`src/hdl/isr_pkg.sv`:
```
`timescale 1ns / 1ps

package isr_pkg;

	// number of cells in the sorting chain
	localparam int CAPACITY = 64;

	// one stored record
	typedef struct packed {
		logic [39:0] key_high;
		logic [63:0] key_low;
		logic [15:0] handle;
		logic [7:0]  class_number;
	} rec_t;

	// incoming request payload
	typedef struct packed {
		logic [39:0] key_high;
		logic [63:0] key_low;
		logic [15:0] payload_handle;
		logic [7:0]  class_number;
		logic        last_in;
	} req_t;

	// sorted result payload
	typedef struct packed {
		logic [39:0] sorted_key_high;
		logic [63:0] sorted_key_low;
		logic [15:0] sorted_handle;
		logic [7:0]  sorted_class;
		logic        last_out;
		logic        overflow;
	} res_t;

	// chain-wide control
	typedef struct packed {
		logic insert;
		logic shift;
	} ctl_t;

endpackage

```
`src/hdl/isr_cell.sv`:
```
`timescale 1ns / 1ps

module isr_cell
	import isr_pkg::*;
(
	input  logic clk,
	input  logic arst_n,
	input  ctl_t ctl,
	input  rec_t new_rec,
	input  rec_t left_rec,
	input  logic left_valid,
	input  logic left_greater,
	input  rec_t right_rec,
	input  logic right_valid,
	output rec_t rec,
	output logic valid,
	output logic greater
);

	rec_t rec_q;
	logic valid_q;
	logic take_left;
	logic take_new;

	// held key strictly above the incoming key
	assign greater = valid_q &&
		({rec_q.key_high, rec_q.key_low} > {new_rec.key_high, new_rec.key_low});

	// insertion: shift right behind a larger neighbour, or take the new record
	assign take_left = ctl.insert && left_greater;
	assign take_new  = ctl.insert && !left_greater &&
		(greater || (!valid_q && left_valid));

	// occupancy
	always_ff @(posedge clk or negedge arst_n) begin
		if (!arst_n) begin
			valid_q <= 1'b0;
		end else if (ctl.shift) begin
			valid_q <= right_valid;
		end else if (take_left || take_new) begin
			valid_q <= 1'b1;
		end
	end

	// record contents
	always_ff @(posedge clk) begin
		if (ctl.shift) begin
			rec_q <= right_rec;
		end else if (take_left) begin
			rec_q <= left_rec;
		end else if (take_new) begin
			rec_q <= new_rec;
		end
	end

	assign rec   = rec_q;
	assign valid = valid_q;

endmodule

```
`config.mk`:
```
export PLATFORM = sky130hd
export DESIGN_NAME = isr_cell
export DESIGN_NICKNAME = d
export VERILOG_FILES = /design/src/hdl/isr_pkg.sv /design/src/hdl/isr_cell.sv
export SDC_FILE = /design/constraint.sdc
export NUM_CORES = 1
export LEC_CHECK = 0
export BUFFER_PORTS_ARGS = -buffer_cell sky130_fd_sc_hd__buf_4
export CORE_AREA = 3 3 202 204
export CTS_CLUSTER_SIZE = 20
export DETAILED_ROUTE_END_ITERATION = 10
export DIE_AREA = 0 0 205 207
export GPL_TIMING_DRIVEN = 0
export PLACE_DENSITY_LB_ADDON = 0.05
export SKIP_LAST_GASP = 1
export SLEW_MARGIN = 20
export SYNTH_ARGS = -nofsm -noshare
export SYNTH_HDL_FRONTEND = slang
export SYNTH_SLANG_ARGS = --single-unit
```
`constraint.sdc`:
```
create_clock -name clk -period 11.1 [get_ports clk]
set_input_delay 0 -clock clk [delete_from_list [all_inputs] [get_ports clk]]
set_output_delay 0 -clock clk [all_outputs]
set_load 0.005 [all_outputs]
```
==> results.md, run 1 <==
* CP endpoint kind: flop
* Total GRT Usage at 0.192
* Global routing's busiest layer: met2
* First-pass GRT wire length at 61600 microns
* Crit path kind: reg2reg
* Num CTS Buffers at 17
* Final period util at 0.376
* DRT iter0 DRCs at 317
* Top cells by area, synth: edfxtp_1 (42%), ha_1 (14%), mux2i_1 (14%)
* DRC at 0
* WL final at 41800 microns
* Int Pwr at 1.28 mW
* Fin crit period at 4.18 ns
* Largest net degree at the start of global routing at 17
* Met3 Resource Use GR at 0.0627
* Reg2reg start: rec[95]
* Crit Path Max Fanout at 14
* Clk root buf: clkbuf_16
* WHS Endpoint: rec[79]
* Share of cells above drive strength 1 at 0.325
* Gr ovfl total at 0
* #FFs+latches synth at about 130
* Io pins at approximately 520
* Final antenna-violating net count at 0
* Average size of a mapped cell at 9.72 sq um
* Primary FF master, synth: edfxtp_1
* Largest area contributor in the netlist: edfxtp_1
* Die Y at 207 microns
* Area share of the largest cell type after synthesis at 0.419
* WP data required at 11.24 ns
* Syn Std Cell Area at between 9000 and 10000 sq um
* Clk Latency, worst-skew pair at about 0.43 ns
* Hpwl dp at 33800 microns
* H-tree depth at 4
* Number of I/O port buffers at 519
* Worst-margin pin slew at 0.927 ns
* Fraction of registers with async set/reset at 0.00775
* Core area at between 30000 and 40000 sq um
* Setup TNS Final at 0 ns
* Worst hold start: left_rec[79]
* Most common cell in the synthesized netlist: nand2_1
* Fin nets at approximately 2200
* Leakage at 8.53 nW
* Syn. warnings at 0
* CP Launch Type: flop
* Syn nets at 1438
* M1 GR Usage at 0.206
* Fin. Hold Viols at 0
* Library cells used by synthesis at 36
* Pwr dens at 104 nW/um^2
* Met2 usage at 0.360
* DRT Pass-1 Iters at 4
* Worst hold path class: in2reg
* Critical Path AT at 4.32 ns
* RSZ-0062 raised after global routing: no
* Max Cap Violations at 0
* Area Overhead vs Synth at 85.0%
* Worst R2R Setup Slack at 6.92 ns
* Clk buf depth at 2
* Comb pwr share at 0.318
* GP Congestion at 0.771
* Seq/Total Area, Yosys at 0.422
* WL/cell at 18.3 microns
* Initial antenna violation count at 1
* Slew margin rel. at 0.382
* P_sw at 493 uW
* Vias in the first global route at 10800
* Die area at about 42000 sq um
* Post_cts resized at 0
* Status: finished, final reports clean
* Hold Path Depth at 3
* # setup viols final at 0
* Worst-path clk slew at 0.06 ns
* Worst reg2reg path endpoint: rec[18]
* Worst Reg-to-Reg Cells at 11
* Peak supply drop at around 100 uV
* Mapped Cells at 943
* Routed vias at roughly 10000
* Utilization after layout at 0.430
* Clock power share at 0.324
* F_max at 239 MHz
* CTS sink cnt at 129
* Seq pwr share at 0.358
* Switching Share at 0.278
* DIE WIDTH at 205 microns
* Clock skew at 0.00690 ns
* Post-synth EDFFs at 128
* CTS tree: yes
* Post-DR vias/cell at about 4.4
* Rows at 73
* Top post-synthesis cells by count: nand2_1 (155), o21ai_0 (143), edfxtp_1 (128), mux2i_1 (128), inv_1 (107)
* Initial Utilization at 0.232
* Final Max Tran Viols at 0
metrics by stage:
| step | instances | hold slack [ns] | instance area (sq um) | setup slack [ns] | total power [mW] |
|---|---|---|---|---|---|
| 2_1_floorplan | 943 | -0.296 | 9170 | 3.21 | 0.836 |
| 3_3_place_gp | 1987 | -0.212 | 13700 | -1.38 | 1.12 |
| 3_5_place_dp | 1998 | -0.212 | 13900 | 6.87 | 1.12 |
| 4_1_cts | 2280 | 0.00302 | 17000 | 6.86 | 1.81 |
| 5_1_grt | 2282 | 0.0143 | 17000 | 6.73 | 1.88 |
| 6_report | 2283 | 0.000444 | 17000 | 6.92 | 1.77 |
worst max path at each step:
| stage | start | end |
|---|---|---|
| floorplan | rec[125] | rec[0] |
| finish | rec[95] | rec[18] |
| global placement | rec[94] | rec[30] |
| global route | rec[95] | rec[24] |
| CTS | rec[95] | rec[18] |
| detailed placement | rec[95] | rec[31] |
flip-flops by register name (all words and copies together) (netlist names):
signal,count
rec,128
valid,1
power groups by stage:
stage	logic (mW)	clock network [mW]	registers, mW
after floorplan	0.184	0	0.652
after global placement	0.469	0	0.656
after detailed placement	0.479	0	0.645
after CTS	0.572	0.598	0.635
after global routing	0.626	0.616	0.642
final	0.564	0.574	0.635
placed cells by master (no fill, tap or decap), drive strengths merged, types with 6 or more instances in the layout:
cell,instances
a21o,8
a21oi,45
buf,545
clkbuf,45
clkinv,8
dlygate4sd3,251
edfxtp,128
ha,104
inv,107
mux2i,128
nand2,155
nand3,12
nand4,21
nor2,14
nor4,6
o21ai,143
layer usage:
layer	wire (microns)	part of all wire
met5	0	0
met4	678	0.016
met3	3250	0.078
met2	21800	0.52
met1	16000	0.38
layout make-up:
type / instances / area, sq um
Fill cell: 3990 / 22500
Timing Repair Buffer: 781 / 6550
Multi-Input combinational cell: 665 / 4740
Sequential cell: 129 / 3870
Tap cell: 525 / 657
Clock buffer: 18 / 429
Inverter: 107 / 402
Buffer: 42 / 171
Clock inverter: 14 / 146
Antenna cell: 2 / 5.00
what timing repair did:
action,in CTS,in global routing
hold buffers,250,1
setup buffers,0,0
endpoints found under the hold margin,130,1
worst max-delay path: stages, from the launching register on:
cell      delay (ns)
edfxtp_1        0.40
ha_1            0.33
nand4_2         0.16
nor4_1          0.73
nand4_1         0.32
a31oi_1         0.39
nor2_1          0.16
o31ai_4         0.61
buf_8           0.24
buf_8           0.18
buf_6           0.17
buf_8           0.17
cell families (layout without fill, tap and decap cells):
kind of cell / after synthesis / in the layout / share of synthesized area
compound gates: 214 / 214 / 0.126
fa+ha+maj: 104 / 104 / 0.142
buf+inv: 149 / 962 / 0.0625
flops: 129 / 129 / 0.422
mux: 128 / 128 / 0.140
other cells: 0 / 2 / 0
simple gates: 219 / 219 / 0.108
Power figures use the tool's default switching activity.
==> run 2: changes to the inputs <==
==> constraint.sdc (replaced) <==
create_clock -name clk -period 4.2 [get_ports clk]
set_input_delay 0 -clock clk [delete_from_list [all_inputs] [get_ports clk]]
set_output_delay 0 -clock clk [all_outputs]
set_load 0.005 [all_outputs]
==> run 2 against run 1 <==
  * The flow now finishes with violations (negative hold slack)
  * Via count decreased by 0.21%
  * Register-to-register slack got worse by 6.5 ns
  * Sequential share of layout area decreased by 0.085 points
  * Non-clock buffer count decreased by 3
  * Final cell count about the same
  * Global-route usage increased by 0.43 points
  * Clock power increased to 2.8 times the previous value
  * Die area unchanged
  * Worst hold slack got worse by 0.00080 ns
  * Routed wire length increased by 1.9%
  * First-iteration DRC count increased by 15%
  * Largest cell class unchanged
==> results.md, run 2 (synthesis gave the netlist of run 1 again) <==
* Crit Path Max Fanout at 14 (unchanged)
* Fin crit period at 3.83 ns (was 4.18 ns)
* Clk buf depth at 2 (unchanged)
* Num CTS Buffers at 17 (unchanged)
* CTS tree: yes (unchanged)
* Hpwl dp at 34400 microns (was 33800 microns)
* CP endpoint kind: flop (unchanged)
* Die area at 42400 sq um (unchanged)
* Max incr delay on CP at 0.62 ns (was 0.73 ns)
* CTS sink cnt at 129 (unchanged)
* Initial Utilization at 0.232 (unchanged)
* First-pass GRT wire length at 63000 microns (was 61600 microns)
* DRT iter0 DRCs at 365 (was 317)
* Final hold slack at -0.000353 ns (was 0.000444 ns)
* Final period util at 0.911 (was 0.376)
* Commonest non-fill, non-tap cells in the layout: buf_4 (519), dlygate4sd3_1 (249), nand2_1 (155) (was buf_4 (519), dlygate4sd3_1 (251), nand2_1 (155))
* Initial antenna violation count at 5 (was 1)
* Clock skew at 0.00936 ns (was 0.00690 ns)
* Placed insts at 1997 (was 1998)
* GP Congestion at 0.799 (was 0.771)
* Routed vias at 9941 (was 9962)
* Worst hold path class: in2reg (unchanged)
* Gr ovfl total at 0 (unchanged)
* CP Launch Type: flop (unchanged)
* Peak supply drop at 272 uV (was 100 uV)
* Max reg flops at 128 (unchanged)
* Register area at 3870 sq um (unchanged)
* Worst-margin pin slew at 0.867 ns (was 0.927 ns)
* Failing checks: negative hold slack
* Final std cells w/o fill at 2281 (was 2283)
* Fin. Hold Viols at 1 (was 0)
* Core area at 39500 sq um (unchanged)
* Max Cap Violations at 0 (unchanged)
* Most common cell on crit path: buf_6 (was buf_8)
* Rows at 73 (unchanged)
* Post-DR vias/cell at 4.36 (about the same)
* DIE WIDTH at 205 microns (unchanged)
* CP Cell Sequence: ha_1 -> nand4_2 -> nor4_1 -> and3_1 -> nand4_1 -> a31oi_1 -> nor2_2 -> o31ai_4 -> buf_8 -> buf_6 -> buf_6 (was ha_1 -> nand4_2 -> nor4_1 -> nand4_1 -> a31oi_1 -> nor2_1 -> o31ai_4 -> buf_8 -> buf_8 -> buf_6 -> buf_8)
* Fin nets at 2235 (was 2238)
* WP data required at 4.33 ns (was 11.24 ns)
* RSZ-0062 raised after global routing: no (unchanged)
* Critical Path AT at 3.96 ns (was 4.32 ns)
* Area Overhead vs Synth at 85.7% (was 85.0%)
* Io pins at 521 (unchanged)
* Post-DP Area at 13900 sq um (about the same)
* Pwr dens at 282 nW/um^2 (was 104 nW/um^2)
* F_max at 261 MHz (was 239 MHz)
* Vias in the first global route at 10700 (was 10800)
* Design area at 17000 sq um (about the same)
* Multi-input gate area at 4790 sq um (was 4740 sq um)
* Die Y at 207 microns (unchanged)
* Crit path kind: reg2reg (unchanged)
* WL final at 42600 microns (was 41800 microns)
* Final antenna-violating net count at 0 (unchanged)
* Final Max Tran Viols at 0 (unchanged)
* Overall power at 4.80 mW (was 1.77 mW)
* Layout fillers at 4083 (was 3990)
* Status: complete, but fails checks (was finished, final reports clean)
* Commonest non-fill, non-tap cell in the layout: buf_4 (unchanged)
* Clk Latency, worst-skew pair at 0.44 ns (was 0.43 ns)
* Clk root buf: clkbuf_16 (unchanged)
* Worst-path clk slew at 0.06 ns (about the same)
* WL/cell at 18.7 microns (was 18.3 microns)
* Slowest cell on the critical path: o31ai_4 (was nor4_1)
* Leakage at 8.54 nW (was 8.53 nW)
* Share of cells above drive strength 1 at 0.328 (was 0.325)
* # setup viols final at 0 (unchanged)
* DRT Pass-1 Iters at 7 (was 4)
* DRC at 0 (unchanged)
* H-tree depth at 4 (unchanged)
* Slew margin rel. at 0.422 (was 0.382)
* Number of I/O port buffers at 519 (unchanged)
* Total GRT Usage at 0.196 (was 0.192)
* Largest net degree at the start of global routing at 17 (unchanged)
==> run 2: cell types whose count changed in the layout (fill, tap and decap cells not counted), sizes merged <==
cell,previous run,this run
dlygate4sd3,251,249
clkinv,8,2
diode,2,3
clkbuf,45,54
buf,545,544
clkinvlp,3,0
==> run 2: worst max-delay path: cells and delay by family, from the launching register on <==
| family | cells | cell delay, ns |
|---|---|---|
| flip-flops | 1 | 0.41 |
| AO/OA/AOI/OAI | 2 | 0.93 |
| AND/OR/NAND/NOR | 5 | 1.17 |
| adder cells (fa/ha/maj) | 1 | 0.35 |
| buffers and inverters | 3 | 0.65 |
==> run 2: layout make-up <==
type | count | share of cell area
Clock inverter | 5 | 0.00588
Buffer | 42 | 0.0101
Inverter | 107 | 0.0236
Antenna cell | 3 | 0.000441
Sequential cell | 129 | 0.227
Multi-Input combinational cell | 665 | 0.281
Timing Repair Buffer | 778 | 0.383
Tap cell | 525 | 0.0386
Clock buffer | 27 | 0.0301
==> run 2: path summary, 6_finish.rpt <==
check,endpoint,cells after the start,start,slack (ns)
hold reg to reg,rec[3],2,valid,0.99
hold / removal,rec[86],3,left_rec[86],-0.0004
setup / recovery,rec[56],11,rec[126],0.37
min in group asynchronous,valid,3,arst_n,0.44
max in group asynchronous,valid,3,arst_n,3.65
setup reg to reg,rec[56],11,rec[126],0.37
==> run 2: per-stage QoR <==
stage | util | TNS (ns) | setup WS (ns)
3_5_place_dp | 0.353 | 0 | 0.0419
5_1_grt | 0.432 | 0 | 0.131
3_3_place_gp | 0.349 | -547.29 | -4.28
6_report | 0.432 | 0 | 0.373
2_1_floorplan | - | -149.10 | -1.16
4_1_cts | 0.431 | 0 | 0.0197
==> run 2: what timing repair did <==
action                                  4_1_cts  5_1_grt
buffers inserted                              0        0
resized for setup                             0        1
endpoints found under the setup margin        0       27
hold buffers                                249        0
endpoints found under the hold margin       130        0
==> run 2: power by group <==
| part | internal, mW | switching [mW] | leakage, nW |
|---|---|---|---|
| logic | 0.865 | 0.635 | 6.91 |
| registers | 1.60 | 0.0799 | 1.33 |
| clock network | 1.01 | 0.604 | 0.302 |
| total | 3.48 | 1.32 | 8.54 |
==> run 2: routing by layer <==
| layer | share of wire | vias up | global-route usage |
|---|---|---|---|
| li1 | - | 4992 | - |
| met1 | 0.40 | 4598 | 0.222 |
| met2 | 0.51 | 311 | 0.358 |
| met3 | 0.068 | 36 | 0.0537 |
| met4 | 0.017 | 4 | 0.0526 |
| met5 | 0.00052 | - | 0 |
==> run 3: changes to the inputs <==
--- a/config.mk
+++ b/config.mk
@@ -5,11 +5,12 @@
 export SDC_FILE = /design/constraint.sdc
 export NUM_CORES = 1
 export LEC_CHECK = 0
+export ABC_AREA = 1
 export BUFFER_PORTS_ARGS = -buffer_cell sky130_fd_sc_hd__buf_4
-export CORE_AREA = 3 3 202 204
+export CORE_AREA = 3 3 201 203
 export CTS_CLUSTER_SIZE = 20
 export DETAILED_ROUTE_END_ITERATION = 10
-export DIE_AREA = 0 0 205 207
+export DIE_AREA = 0 0 204 206
 export GPL_TIMING_DRIVEN = 0
 export PLACE_DENSITY_LB_ADDON = 0.05
 export SKIP_LAST_GASP = 1
==> run 3 against run 2 <==
  * The run now ends clean
  * Global-route usage increased by 0.56 points
  * Clock-buffer cell count down 6
  * Register-to-register slack gained 0.24 ns
  * Flip-flop and latch count stayed put
  * Sequential power is essentially flat
  * Highest routed layer unchanged
  * Sequential share of layout area rose by 0.094 points
  * Clock power decreased by 19%
  * Final cell count increased by 10%
  * Non-clock buffer count increased by 16
  * Worst setup slack better by 0.24 ns
==> results.md, run 3 <==
* Post-DR vias/cell at 4.39 (was 4.36)
* Area Overhead vs Synth at 82.8% (was 85.7%)
* Die Y at 206 microns (was 207 microns)
* CTS tree: yes (unchanged)
* Critical Path AT at 3.96 ns (about the same)
* Primary FF master, synth: edfxtp_1 (unchanged)
* Final hold slack at 0.0182 ns (was -0.000353 ns)
* Num CTS Buffers at 17 (unchanged)
* # setup viols final at 0 (unchanged)
* Mapped Cells at 1185 (was 943)
* Top cells by area, synth: edfxtp_1 (41%), nand2_1 (15%), ha_1 (14%) (was edfxtp_1 (42%), ha_1 (14%), mux2i_1 (14%))
* M1 GR Usage at 0.228 (was 0.222)
* Slew margin rel. at 0.308 (was 0.422)
* Clock skew at 0.00947 ns (was 0.00936 ns)
* Final std cells w/o fill at 2517 (was 2281)
* CTS sink cnt at 129 (unchanged)
* Commonest non-fill, non-tap cells in the layout: buf_4 (520), nand2_1 (371), dlygate4sd3_1 (259) (was buf_4 (519), dlygate4sd3_1 (249), nand2_1 (155))
* Seq pwr share at 0.372 (was 0.350)
* Io pins at 521 (unchanged)
* Fin. Hold Viols at 0 (was 1)
* Pwr dens at 263 nW/um^2 (was 282 nW/um^2)
* Status: finished, final reports clean (was complete, but fails checks)
* Clock power share at 0.296 (was 0.337)
* Int Pwr at 3.15 mW (was 3.48 mW)
* Hpwl dp at 34500 microns (was 34400 microns)
* DRT Pass-1 Iters at 5 (was 7)
* Clk Latency, worst-skew pair at 0.44 ns (about the same)
* Post-synth EDFFs at 128 (unchanged)
* Worst hold path class: in2reg (unchanged)
* Gr ovfl total at 0 (unchanged)
* CP bufs+invs at 2 (was 3)
* CP endpoint kind: flop (unchanged)
* Clk buf depth at 2 (unchanged)
* Post-DP Area at 13900 sq um (about the same)
* WL final at 44100 microns (was 42600 microns)
* Initial Utilization at 0.240 (was 0.232)
* Crit Path Max Fanout at 69 (was 14)
* Die area at 42000 sq um (was 42400 sq um)
* Final WS setup at 0.618 ns (was 0.373 ns)
* GP Congestion at 0.816 (was 0.799)
* Most common cell on crit path: nand2_1 (was buf_6)
* Commonest non-fill, non-tap cell in the layout: buf_4 (unchanged)
* Max reg flops at 128 (unchanged)
* Share of cells above drive strength 1 at 0.285 (was 0.328)
* Clk root buf: clkbuf_16 (unchanged)
* Syn nets at 1680 (was 1438)
* Fin crit period at 3.58 ns (was 3.83 ns)
* Worst-path clk slew at 0.06 ns (about the same)
* Routed vias at 11100 (was 9941)
* Most common cell in the synthesized netlist: nand2_1 (unchanged)
* Largest area contributor in the netlist: edfxtp_1 (unchanged)
* Peak supply drop at 242 uV (was 272 uV)
* Final Max Tran Viols at 0 (unchanged)
* Syn Std Cell Area at 9280 sq um (was 9170 sq um)
* Switching Share at 0.294 (was 0.275)
* Final period util at 0.853 (was 0.911)
* WP data required at 4.57 ns (was 4.33 ns)
* Largest net degree at the start of global routing at 70 (was 17)
* F_max at 279 MHz (was 261 MHz)
* Fin nets at 2479 (was 2235)
* Rows at 72 (was 73)
* Worst-margin pin slew at 1.04 ns (was 0.867 ns)
* Average size of a mapped cell at 7.83 sq um (was 9.72 sq um)
* Utilization after layout at 0.439 (was 0.432)
* RSZ-0062 raised after global routing: no (unchanged)
* Placed insts at 2224 (was 1997)
* Crit path kind: reg2reg (unchanged)
* #FFs+latches synth at 129 (unchanged)
* Total GRT Usage at 0.202 (was 0.196)
* Max Cap Violations at 0 (unchanged)
* P_sw at 1.31 mW (was 1.32 mW)
* Vias in the first global route at 11400 (was 10700)
* Overall power at 4.46 mW (was 4.80 mW)
* Max incr delay on CP at 0.53 ns (was 0.62 ns)
* Seq/Total Area, Yosys at 0.417 (was 0.422)
* Setup TNS Final at 0 ns (unchanged)
* Initial antenna violation count at 4 (was 5)
* Family with the most delay on the worst path: simple AND/OR/NAND/NOR gates (unchanged)
* Slowest cell on the critical path: dlygate4sd3_1 (was o31ai_4)
* Design area at 17000 sq um (about the same)
* Comb pwr share at 0.332 (was 0.313)
* Global routing's busiest layer: met2 (unchanged)
* CP Launch Type: flop (unchanged)
* Core area at 38600 sq um (was 39500 sq um)
* Area share of the largest cell type after synthesis at 0.414 (was 0.419)
* Setup Fix Bufs, Post-CTS at 0 (unchanged)
* Met3 Resource Use GR at 0.0696 (was 0.0537)
* Met2 usage at 0.359 (was 0.358)
* DIE WIDTH at 204 microns (was 205 microns)
* Library cells used by synthesis at 29 (was 36)
* Top post-synthesis cells by count: nand2_1 (371), nor2_1 (159), inv_1 (132) (was nand2_1 (155), o21ai_0 (143), edfxtp_1 (128), mux2i_1 (128), inv_1 (107))
* CP Cell Sequence: ha_1 -> nand2_1 -> nor2_1 -> nand3_1 -> nor2_1 -> nand2_1 -> nor2_1 -> nor2_1 -> nand2_1 -> nand2_1 -> nand3_1 -> nand2_1 -> nand2_1 -> nand2_2 -> nand2_8 -> buf_16 -> nand2_1 -> nand2_1 -> dlygate4sd3_1 (was ha_1 -> nand4_2 -> nor4_1 -> and3_1 -> nand4_1 -> a31oi_1 -> nor2_2 -> o31ai_4 -> buf_8 -> buf_6 -> buf_6)
* Leakage at 8.14 nW (was 8.54 nW)
* Final antenna-violating net count at 0 (unchanged)
* H-tree depth at 4 (unchanged)
* DRT iter0 DRCs at 445 (was 365)
* DP Worst Slack at 0.870 ns (was 0.0419 ns)
* DRC at 0 (unchanged)
* First-pass GRT wire length at 64100 microns (was 63000 microns)
* Fraction of registers with async set/reset at 0.00775 (unchanged)
* WL/cell at 17.5 microns (was 18.7 microns)
* Number of I/O port buffers at 520 (was 519)
* Syn. warnings at 0 (unchanged)
==> run 3: cell count changes in the layout (fill, tap and decap cells not counted), moves of 9 or more <==
cell | previous run | this run
nand2_1 | 155 | 371
nor2_1 | 13 | 159
o21ai_0 | 143 | 6
mux2i_1 | 128 | 0
a31oi_1 | 1 | 128
inv_1 | 107 | 132
clkbuf_1 | 32 | 50
nand4_1 | 17 | 5
dlygate4sd3_1 | 249 | 259
clkinv_1 | 0 | 9
==> run 3: kinds of logic (layout without fill, tap and decap cells) <==
logic type	Yosys count	after routing	synth area share
AND/OR/NAND/NOR	564	564	0.238
AO/OA/AOI/OAI	191	191	0.122
flip-flops	129	129	0.417
adder cells (fa/ha/maj)	104	104	0.140
buffers and inverters	197	1008	0.0826
other	0	3	0
==> run 3: layout make-up <==
| cell class | count | area (sq um) |
|---|---|---|
| well taps | 518 | 648 |
| inverters | 141 | 529 |
| clock inverters | 10 | 46.3 |
| repair buffers | 780 | 6520 |
| plain buffers | 56 | 239 |
| multi-input cells | 859 | 4660 |
| fillers | 4046 | 21700 |
| flip-flops and latches | 129 | 3870 |
| clock buffers | 21 | 440 |
| diodes | 3 | 7.51 |
==> run 3: final timing paths <==
check	slack [ns]	endpoint	startpoint	cells past startpoint
worst max-delay path	0.62	valid	rec[43]	19
worst min-delay path	0.02	rec[0]	left_rec[0]	3
worst max register to register	0.62	valid	rec[43]	19
worst min register to register	1.14	valid	valid	3
max in group asynchronous	3.64	valid	arst_n	3
min in group asynchronous	0.46	valid	arst_n	3
==> run 3: metal layers <==
layer  wire length [microns]  part of all wire
met1                   17700              0.40
met2                   21800              0.50
met3                    3540             0.080
met4                    1010             0.023
met5                      27           0.00061
==> run 3: tightest hold or removal path: stages <==
cell and delay (ns):
buf_4 0.11, nand2_1 0.05, a31oi_1 0.11
==> run 3: power groups by stage <==
stage | Combinational (mW) | Clock (mW) | Sequential (mW)
after floorplan | 0.504 | 0 | 1.69
after global placement | 1.23 | 0 | 1.69
after detailed placement | 1.24 | 0 | 1.69
after CTS | 1.50 | 1.38 | 1.66
after global routing | 1.65 | 1.43 | 1.68
final | 1.48 | 1.32 | 1.66
==> run 3: timing repair <==
item | 4_1_cts | 5_1_grt
hold buffers | 259 | 0
resized for setup | 0 | 0
hold endpoints to repair | 130 | 0
